===== src/hdl/sssf_pkg.sv =====
// ----------------------------------------------------------------------------
// sssf_pkg
// types, codes and helpers shared by the stop string filter modules
// ----------------------------------------------------------------------------
package sssf_pkg;

  localparam int CountWidth = 4;
  typedef logic [CountWidth-1:0] count_t;

  // what closes a command after its held bytes
  typedef enum logic [1:0] {
    TAIL_NONE,
    TAIL_BYTE,
    TAIL_STOP,
    TAIL_END
  } tail_t;

  localparam logic [1:0] DONE_RUN  = 2'd0;
  localparam logic [1:0] DONE_STOP = 2'd1;
  localparam logic [1:0] DONE_END  = 2'd2;

  localparam logic REG_STOP_TEXT   = 1'b0;
  localparam logic REG_STOP_LENGTH = 1'b1;

  typedef struct packed {
    count_t     flush_count;
    tail_t      tail;
    logic [7:0] data_byte;
  } cmd_t;

  function automatic logic [7:0] stop_byte(input logic [63:0] text, input logic [2:0] pos);
    return text[{pos, 3'b000} +: 8];
  endfunction

endpackage


===== src/hdl/sssf_if.sv =====
// ----------------------------------------------------------------------------
// sssf interfaces
// input, output and configuration channels of the stop string filter
// ----------------------------------------------------------------------------
interface sssf_in_if;
  logic       valid;
  logic       ready;
  logic [7:0] data_byte;
  logic       source_ended;

  modport source (output valid, data_byte, source_ended, input ready);
  modport sink (input valid, data_byte, source_ended, output ready);
endinterface

interface sssf_out_if;
  logic       valid;
  logic       ready;
  logic [7:0] out_byte;
  logic       byte_valid;
  logic [1:0] stream_done;
  logic       last;

  modport source (output valid, out_byte, byte_valid, stream_done, last, input ready);
  modport sink (input valid, out_byte, byte_valid, stream_done, last, output ready);
endinterface

interface sssf_cfg_if;
  logic        valid;
  logic        ready;
  logic        index;
  logic [63:0] data;

  modport source (output valid, index, data, input ready);
  modport sink (input valid, index, data, output ready);
endinterface


===== src/hdl/sssf_front.sv =====
// ----------------------------------------------------------------------------
// sssf_front
// accepts source words, tracks the partial match, issues flush, byte and marker commands
// ----------------------------------------------------------------------------
module sssf_front #(
  parameter int MAX_STOP_BYTES = 8
) (
  input  logic              clk,
  input  logic              rst,
  sssf_in_if.sink           src,
  input  logic [63:0]       stop_text,
  input  sssf_pkg::count_t  stop_length,
  input  logic              queue_full,
  output logic              cmd_push,
  output sssf_pkg::cmd_t    cmd
);

  sssf_pkg::count_t match_position;
  sssf_pkg::count_t match_position_next;
  logic             finished;
  logic             finished_next;
  sssf_pkg::count_t used_len;
  sssf_pkg::count_t mp_base;
  sssf_pkg::count_t mp_inc;
  logic             hit_cur;
  logic             hit;
  logic             accept;

  assign src.ready = !queue_full;
  assign accept    = src.valid && src.ready;

  always_comb begin
    if (stop_length == '0) begin
      used_len = sssf_pkg::count_t'(1);
    end else if (stop_length > sssf_pkg::count_t'(MAX_STOP_BYTES)) begin
      used_len = sssf_pkg::count_t'(MAX_STOP_BYTES);
    end else begin
      used_len = stop_length;
    end
  end

  always_comb begin
    hit_cur = src.data_byte == sssf_pkg::stop_byte(stop_text, match_position[2:0]);
    mp_base = hit_cur ? match_position : '0;
    hit     = hit_cur || (src.data_byte == sssf_pkg::stop_byte(stop_text, 3'd0));
    mp_inc  = mp_base + sssf_pkg::count_t'(1);

    cmd.data_byte       = src.data_byte;
    cmd.flush_count     = hit_cur ? '0 : match_position;
    cmd.tail            = sssf_pkg::TAIL_NONE;
    match_position_next = match_position;
    finished_next       = finished;

    if (src.source_ended) begin
      cmd.flush_count     = match_position;
      cmd.tail            = sssf_pkg::TAIL_END;
      match_position_next = '0;
      finished_next       = 1'b1;
    end else if (hit) begin
      if (mp_inc >= used_len) begin
        cmd.tail            = sssf_pkg::TAIL_STOP;
        match_position_next = '0;
        finished_next       = 1'b1;
      end else begin
        match_position_next = mp_inc;
      end
    end else begin
      cmd.tail            = sssf_pkg::TAIL_BYTE;
      match_position_next = '0;
    end

    // held bytes with nothing to flush give no command
    cmd_push = accept && !finished &&
               ((cmd.flush_count != '0) || (cmd.tail != sssf_pkg::TAIL_NONE));
  end

  always_ff @(posedge clk) begin
    if (rst) begin
      match_position <= '0;
      finished       <= 1'b0;
    end else if (accept && !finished) begin
      match_position <= match_position_next;
      finished       <= finished_next;
    end
  end

endmodule


===== src/hdl/sssf_cmd_queue.sv =====
// ----------------------------------------------------------------------------
// sssf_cmd_queue
// two-entry command queue between front and back
// ----------------------------------------------------------------------------
module sssf_cmd_queue (
  input  logic           clk,
  input  logic           rst,
  input  logic           push,
  input  sssf_pkg::cmd_t push_cmd,
  output logic           full,
  input  logic           pop,
  output logic           head_valid,
  output sssf_pkg::cmd_t head
);

  sssf_pkg::cmd_t entries [2];
  logic           wr_ptr;
  logic           rd_ptr;
  logic [1:0]     count;

  assign full       = count == 2'd2;
  assign head_valid = count != 2'd0;
  assign head       = entries[rd_ptr];

  always_ff @(posedge clk) begin
    if (push) begin
      entries[wr_ptr] <= push_cmd;
    end
  end

  always_ff @(posedge clk) begin
    if (rst) begin
      wr_ptr <= 1'b0;
      rd_ptr <= 1'b0;
      count  <= 2'd0;
    end else begin
      if (push) begin
        wr_ptr <= !wr_ptr;
      end
      if (pop) begin
        rd_ptr <= !rd_ptr;
      end
      case ({push, pop})
        2'b10:   count <= count + 2'd1;
        2'b01:   count <= count - 2'd1;
        default: count <= count;
      endcase
    end
  end

endmodule


===== src/hdl/sssf_back.sv =====
// ----------------------------------------------------------------------------
// sssf_back
// expands commands into output words through a registered output stage
// ----------------------------------------------------------------------------
module sssf_back (
  input  logic           clk,
  input  logic           rst,
  input  logic [63:0]    stop_text,
  input  logic           head_valid,
  input  sssf_pkg::cmd_t head,
  output logic           pop,
  sssf_out_if.source     dst
);

  sssf_pkg::count_t idx;
  logic             out_valid;
  logic [7:0]       out_byte;
  logic             byte_valid;
  logic [1:0]       stream_done;
  logic             last;
  logic [7:0]       w_byte;
  logic             w_byte_valid;
  logic [1:0]       w_done;
  logic             w_last;
  logic             load;

  assign load = head_valid && (!out_valid || dst.ready);
  assign pop  = load && w_last;

  always_comb begin
    if (idx != head.flush_count) begin
      // held stop bytes first
      w_byte       = sssf_pkg::stop_byte(stop_text, idx[2:0]);
      w_byte_valid = 1'b1;
      w_done       = sssf_pkg::DONE_RUN;
      w_last       = (idx + sssf_pkg::count_t'(1) == head.flush_count) &&
                     (head.tail == sssf_pkg::TAIL_NONE);
    end else begin
      w_last = 1'b1;
      case (head.tail)
        sssf_pkg::TAIL_STOP: begin
          w_byte       = 8'd0;
          w_byte_valid = 1'b0;
          w_done       = sssf_pkg::DONE_STOP;
        end
        sssf_pkg::TAIL_END: begin
          w_byte       = 8'd0;
          w_byte_valid = 1'b0;
          w_done       = sssf_pkg::DONE_END;
        end
        default: begin
          w_byte       = head.data_byte;
          w_byte_valid = 1'b1;
          w_done       = sssf_pkg::DONE_RUN;
        end
      endcase
    end
  end

  always_ff @(posedge clk) begin
    if (rst) begin
      idx       <= '0;
      out_valid <= 1'b0;
    end else begin
      if (load) begin
        out_valid <= 1'b1;
        idx       <= w_last ? '0 : idx + sssf_pkg::count_t'(1);
      end else if (dst.ready) begin
        out_valid <= 1'b0;
      end
    end
  end

  always_ff @(posedge clk) begin
    if (load) begin
      out_byte    <= w_byte;
      byte_valid  <= w_byte_valid;
      stream_done <= w_done;
      last        <= w_last;
    end
  end

  assign dst.valid       = out_valid;
  assign dst.out_byte    = out_byte;
  assign dst.byte_valid  = byte_valid;
  assign dst.stream_done = stream_done;
  assign dst.last        = last;

endmodule


===== src/hdl/stop_string_stream_filter_core.sv =====
// ----------------------------------------------------------------------------
// stop_string_stream_filter_core
// byte stream filter that ends the stream at a configured stop string
// ----------------------------------------------------------------------------
// passes source bytes to dst until the stop string (stop_text, first byte in
// bits 7:0, stop_length bytes long, 0 taken as 1, clamped to MAX_STOP_BYTES)
// is seen, then gives one stop marker word and ignores all later input until
// reset. bytes matching a prefix of the stop string are held back; on a
// mismatch they are flushed and the current byte is retested from the first
// stop byte (plain restart matching). a word with source_ended set flushes
// what is held and gives an end marker. the last word caused by an input word
// carries last. timing: the front accepts one input word per cycle while the
// two-entry command queue has room; the back emits one output word per cycle
// while dst is ready, and an input word causes up to MAX_STOP_BYTES output
// words (at most MAX_STOP_BYTES - 1 held bytes plus one tail word). the back's
// one-word-per-cycle expansion, while dst is ready, sets the sustained rate.
// configuration is taken at any time, one write a cycle, and is meant to
// change only while the filter is idle.
// ----------------------------------------------------------------------------
module stop_string_stream_filter_core #(
  parameter int MAX_STOP_BYTES = 8
) (
  input  logic        clk,
  input  logic        rst,
  sssf_cfg_if.sink    cfg,
  sssf_in_if.sink     src,
  sssf_out_if.source  dst
);

  // configuration registers
  logic [63:0]      stop_text;
  sssf_pkg::count_t stop_length;

  // front to queue
  logic             cmd_push;
  sssf_pkg::cmd_t   cmd;
  logic             queue_full;

  // queue to back
  logic             head_valid;
  sssf_pkg::cmd_t   head;
  logic             pop;

  // register writes never stall
  assign cfg.ready = 1'b1;

  always_ff @(posedge clk) begin
    if (rst) begin
      stop_text   <= '0;
      stop_length <= sssf_pkg::count_t'(1);
    end else if (cfg.valid) begin
      case (cfg.index)
        sssf_pkg::REG_STOP_TEXT:   stop_text   <= cfg.data;
        sssf_pkg::REG_STOP_LENGTH: stop_length <= cfg.data[sssf_pkg::CountWidth-1:0];
        default:                   stop_text   <= stop_text;
      endcase
    end
  end

  // front: match tracking and command issue
  sssf_front #(
    .MAX_STOP_BYTES (MAX_STOP_BYTES)
  ) u_front (
    .clk         (clk),
    .rst         (rst),
    .src         (src),
    .stop_text   (stop_text),
    .stop_length (stop_length),
    .queue_full  (queue_full),
    .cmd_push    (cmd_push),
    .cmd         (cmd)
  );

  // decouples front stalls from output back-pressure
  sssf_cmd_queue u_queue (
    .clk        (clk),
    .rst        (rst),
    .push       (cmd_push),
    .push_cmd   (cmd),
    .full       (queue_full),
    .pop        (pop),
    .head_valid (head_valid),
    .head       (head)
  );

  // back: flush held bytes, then the tail word if the command has one
  sssf_back u_back (
    .clk        (clk),
    .rst        (rst),
    .stop_text  (stop_text),
    .head_valid (head_valid),
    .head       (head),
    .pop        (pop),
    .dst        (dst)
  );

endmodule


===== src/flat_wrapper.sv =====
// flat-port wrapper written by rule: the top's interface ports become plain ports
module stop_string_stream_filter_core_flat 
#(
  parameter int MAX_STOP_BYTES = 8
)
  (clk, rst, cfg_valid, cfg_index, cfg_data, cfg_ready, src_valid, src_data_byte, src_source_ended, src_ready, dst_valid, dst_out_byte, dst_byte_valid, dst_stream_done, dst_last, dst_ready);
  sssf_cfg_if cfg_i ();
  sssf_in_if src_i ();
  sssf_out_if dst_i ();
  input  logic clk;
  input  logic rst;
  input wire logic [$bits(cfg_i.valid)-1:0] cfg_valid;
  input wire logic [$bits(cfg_i.index)-1:0] cfg_index;
  input wire logic [$bits(cfg_i.data)-1:0] cfg_data;
  output wire logic [$bits(cfg_i.ready)-1:0] cfg_ready;
  input wire logic [$bits(src_i.valid)-1:0] src_valid;
  input wire logic [$bits(src_i.data_byte)-1:0] src_data_byte;
  input wire logic [$bits(src_i.source_ended)-1:0] src_source_ended;
  output wire logic [$bits(src_i.ready)-1:0] src_ready;
  output wire logic [$bits(dst_i.valid)-1:0] dst_valid;
  output wire logic [$bits(dst_i.out_byte)-1:0] dst_out_byte;
  output wire logic [$bits(dst_i.byte_valid)-1:0] dst_byte_valid;
  output wire logic [$bits(dst_i.stream_done)-1:0] dst_stream_done;
  output wire logic [$bits(dst_i.last)-1:0] dst_last;
  input wire logic [$bits(dst_i.ready)-1:0] dst_ready;
  assign cfg_i.valid = cfg_valid;
  assign cfg_i.index = cfg_index;
  assign cfg_i.data = cfg_data;
  assign cfg_ready = cfg_i.ready;
  assign src_i.valid = src_valid;
  assign src_i.data_byte = src_data_byte;
  assign src_i.source_ended = src_source_ended;
  assign src_ready = src_i.ready;
  assign dst_valid = dst_i.valid;
  assign dst_out_byte = dst_i.out_byte;
  assign dst_byte_valid = dst_i.byte_valid;
  assign dst_stream_done = dst_i.stream_done;
  assign dst_last = dst_i.last;
  assign dst_i.ready = dst_ready;
  stop_string_stream_filter_core #(.MAX_STOP_BYTES(MAX_STOP_BYTES)) u_core (.clk(clk), .rst(rst), .cfg(cfg_i), .src(src_i), .dst(dst_i));
endmodule

===== config.mk =====
export PLATFORM = sky130hd
export DESIGN_NAME = stop_string_stream_filter_core_flat
export DESIGN_NICKNAME = d
export VERILOG_FILES = /design/src/hdl/sssf_pkg.sv /design/src/hdl/sssf_if.sv /design/src/hdl/sssf_front.sv /design/src/hdl/sssf_cmd_queue.sv /design/src/hdl/sssf_back.sv /design/src/hdl/stop_string_stream_filter_core.sv /design/src/flat_wrapper.sv
export SDC_FILE = /design/constraint.sdc
export NUM_CORES = 1
export LEC_CHECK = 0
export ABC_CLOCK_PERIOD_IN_PS = 4800
export BUFFER_PORTS_ARGS = -buffer_cell sky130_fd_sc_hd__buf_2
export CAP_MARGIN = 20
export CORE_MARGIN = 1
export CORE_UTILIZATION = 53
export DETAILED_ROUTE_END_ITERATION = 16
export PLACE_DENSITY = 0.77
export SYNTH_ARGS = -nofsm -noshare
export SYNTH_HDL_FRONTEND = slang
export SYNTH_HIERARCHICAL = 1
export SYNTH_SLANG_ARGS = --single-unit

===== constraint.sdc =====
create_clock -name clk -period 4.8 [get_ports clk]
set_input_delay 0.24 -clock clk [delete_from_list [all_inputs] [get_ports clk]]
set_output_delay 0.24 -clock clk [all_outputs]
set_load 0.1 [all_outputs]

==> out/summary.txt <==
Diode count: 0
Initial antenna violation count: 0
IO Count: 94
Syn Area/Cell: 11.59 um2
Final period demand of the worst path: 4.574 ns
Worst-Skew Late Latency: 0.42 ns
CTS Buffer Depth: 2
Initial Util: 54.64%
Final RePlAce weighted congestion: 0.9003
Hold/Removal Path Class: input pin to register
Max VDD drop: 252.6 uV
DRC viols: 0
CTS Hold Bufs: 0
Total GRT Usage: 24.64%
Synth async-reset ratio: 0%
First-pass GRT wire length: 26.75 mm
Die footprint: 14,180 um2
Fraction of layout cells with a size suffix above 1: 34.18%
Outcome: completed
Root Buffer: clkbuf_16
DRT antenna net count: 0
Die height: 119.1 um
Iter 0 DRT Violations: 475
Gr ovfl total: 0
CTS buffer count: 17
Synth Warn #: 6
Required time of the critical path: 5.14 ns
DRT Pass-1 Iters: 5
Die Wd: 119.1 um
Clk pin slew, worst setup/hold paths: 0.05 ns
Seq/Total Area, Yosys: 39.41%
Power share of the combinational group: 22.3%
Final Hold Violating Endpoints: 0
Via count: 5,183
CTS tree: built
Nets@finish: 778
Clock Power Share: 39.8%
Syn Inst Count: 627
Final setup fails: 0
Routed WL per cell: 18.82 um
Final worst-path cycle share: 95.28%
Dpl hpwl: 11.53 mm
Top_reg_cell synth: dfxtp_1
PD cells: 412.5 nW/um2
R2R Setup Slk: 0.23 ns
Core Area: 13,300 um2
Slew @ Worst Pin: 0.9791 ns
CP Launch Type: register
Synth-to-layout area growth: 12.69%
Worst hold stages: 3
Largest net degree at the start of global routing: 89
Cells after DPL: 848
Reg2Reg Depth: 18
Synth Register Bits: 123
Num rows: 42
Sink Count: 123
Most frequent cells in the layout: buf_2 (92), dfxtp_1 (81), nand2b_1 (72)
Synth unique cells: 60
Highest clock rate: 218.6 MHz
Post-synth EDFFs: 40
Pint: 0.002330 W
Setup CP Type: register to register
Vias/cell: 5.883
Mapped Nets: 713
Slew headroom: 34.64%
Sequential power share: 37.9%
Commonest non-fill, non-tap cell in the layout: buf_2
Fin. max-slew vios: 0
Number of port buffers: 92
Switch Pwr: 0.001047 W
Post-layout util: 61.58%
Max_cap viols: 0
Filler cells: 1,069
Total number of H-tree levels: 4
CP max FO: 12
Switching Share: 31.00%
LEAKAGE: 3.007 nW
Final cell count without fillers: 881
Vias in the first global route: 5,154
CP Capture Type: register
Clock skew: 0.008128 ns
RSZ-0062 raised after global routing: false
Synthesized cell area: 7264 um2
CP Data Arrival Time: 4.92 ns
WL final: 16.58 mm
TNS Setup: 0 ns
-- synth_stat cells (3+ instances only) --
cell type       instances  area [um2]
dfxtp_1                83        1662
nand2b_1               72       450.4
nand4bb_1              61       686.9
o21ai_2                60       525.5
edfxtp_1               40        1201
mux2i_1                35       350.3
a21oi_1                29       145.1
nor2_1                 21       78.83
mux4_2                 17       382.9
xor2_1                 15       131.4
clkbuf_1               14       52.55
mux2_2                 14       157.7
buf_2                  13       65.06
nand2_1                13       48.80
buf_4                  11       82.58
xnor2_1                10       87.58
nand3_1                 9       45.04
buf_6                   8       90.09
inv_1                   8       30.03
buf_12                  7       140.1
ha_1                    7       87.58
mux4_1                  7       183.9
a22oi_1                 6       45.04
and2_1                  6       37.54
dlymetal6s2s_1          5       62.56
nor4_1                  5       31.28
a21o_1                  3       22.52
a31oi_1                 3       18.77
and3_1                  3       18.77
nand3b_1                3       22.52
nor2b_1                 3       18.77
or2_2                   3       18.77
-- registers in the layout, indices dropped and copies added, names as in the netlist, 2 cells and up, named ones only --
register / count
u_core/stop_text: 64
u_core/u_queue/entries: 28
u_core/u_back/idx: 4
u_core/u_front/match_position: 4
u_core/stop_length: 4
u_core/u_back/dst.stream_done: 2
u_core/u_queue/count: 2
u_core/u_back/dst.out_byte: 8
-- per-layer routing --
layer  part of all wire (%)  vias up  GRT usage [%]
met3                    5.6       31          5.460
met1                     43     2499          31.24
met2                     49      200          40.66
met5                      0        -              0
met4                    2.2        0          9.968
li1                       -     2453              -
-- area by class of cell --
| class | count | area [um2] | area share (%) |
|---|---|---|---|
| Clock buffer | 25 | 516.7 | 6.312 |
| Clock inverter | 7 | 110.1 | 1.345 |
| Inverter | 11 | 41.29 | 0.5044 |
| Multi-Input combinational cell | 432 | 3832 | 46.81 |
| Sequential cell | 123 | 2868 | 35.03 |
| Tap cell | 176 | 220.2 | 2.690 |
| Timing Repair Buffer | 107 | 598.1 | 7.306 |
-- stage by stage --
stage               setup WS [ns]  hold WS [ns]  instance area, um2  power, W
floorplan                  0.2938        0.3091                7264  0.001916
global placement           0.2390        0.4534                7532  0.002029
detailed placement        0.01793        0.4733                7532  0.002043
CTS                       0.09392       0.08076                8162  0.003392
global route             0.007562       0.08519                8187  0.003494
finish                     0.2263       0.09081                8187  0.003377
-- power by group through the flow --
stage | combinational [W] | clock [W] | sequential [W]
floorplan | 0.000401 | 0 | 0.00152
global placement | 0.000735 | 0 | 0.00129
detailed placement | 0.000744 | 0 | 0.00130
CTS | 0.000750 | 0.00136 | 0.00128
global route | 0.000798 | 0.00141 | 0.00129
finish | 0.000754 | 0.00135 | 0.00128
-- critical path, cell delays in order (launching register included) --
cell	delay, ns
dfxtp_1	0.43
buf_4	0.24
mux4_2	0.32
mux2i_1	0.20
xor2_1	0.17
o211ai_1	0.11
or4_4	0.52
nor2_1	0.17
ha_1	0.27
ha_1	0.30
a21o_1	0.16
a21o_1	0.19
a211o_1	0.31
nor2_1	0.12
nor2_1	0.08
inv_1	0.12
ha_1	0.27
or3_1	0.35
a21oi_1	0.14
-- final timing paths --
check | from | to
max | u_core/u_front/match_position[1] | u_core/u_queue/count[1]
min reg2reg | u_core/stop_length[0] | u_core/stop_length[0]
min | cfg_data[28] | u_core/stop_text[28]
max reg2reg | u_core/u_front/match_position[1] | u_core/u_queue/count[1]
-- logic make-up after synthesis --
group,synth area share [%]
and+or+nand+nor,21.56
muxes,14.80
other,0.05162
xor gates and xnor gates,3.238
AOI/OAI and AO/OA,11.87
buffers and inverters,7.871
adders and majority gates,1.206
DFF,39.41
-- repair_timing --
item | CTS | global route
setup buffers | 0 | 0
endpoints found under the setup margin | 14 | 29
resized for setup | 1 | 3
(Power assumes the default switching activity.)
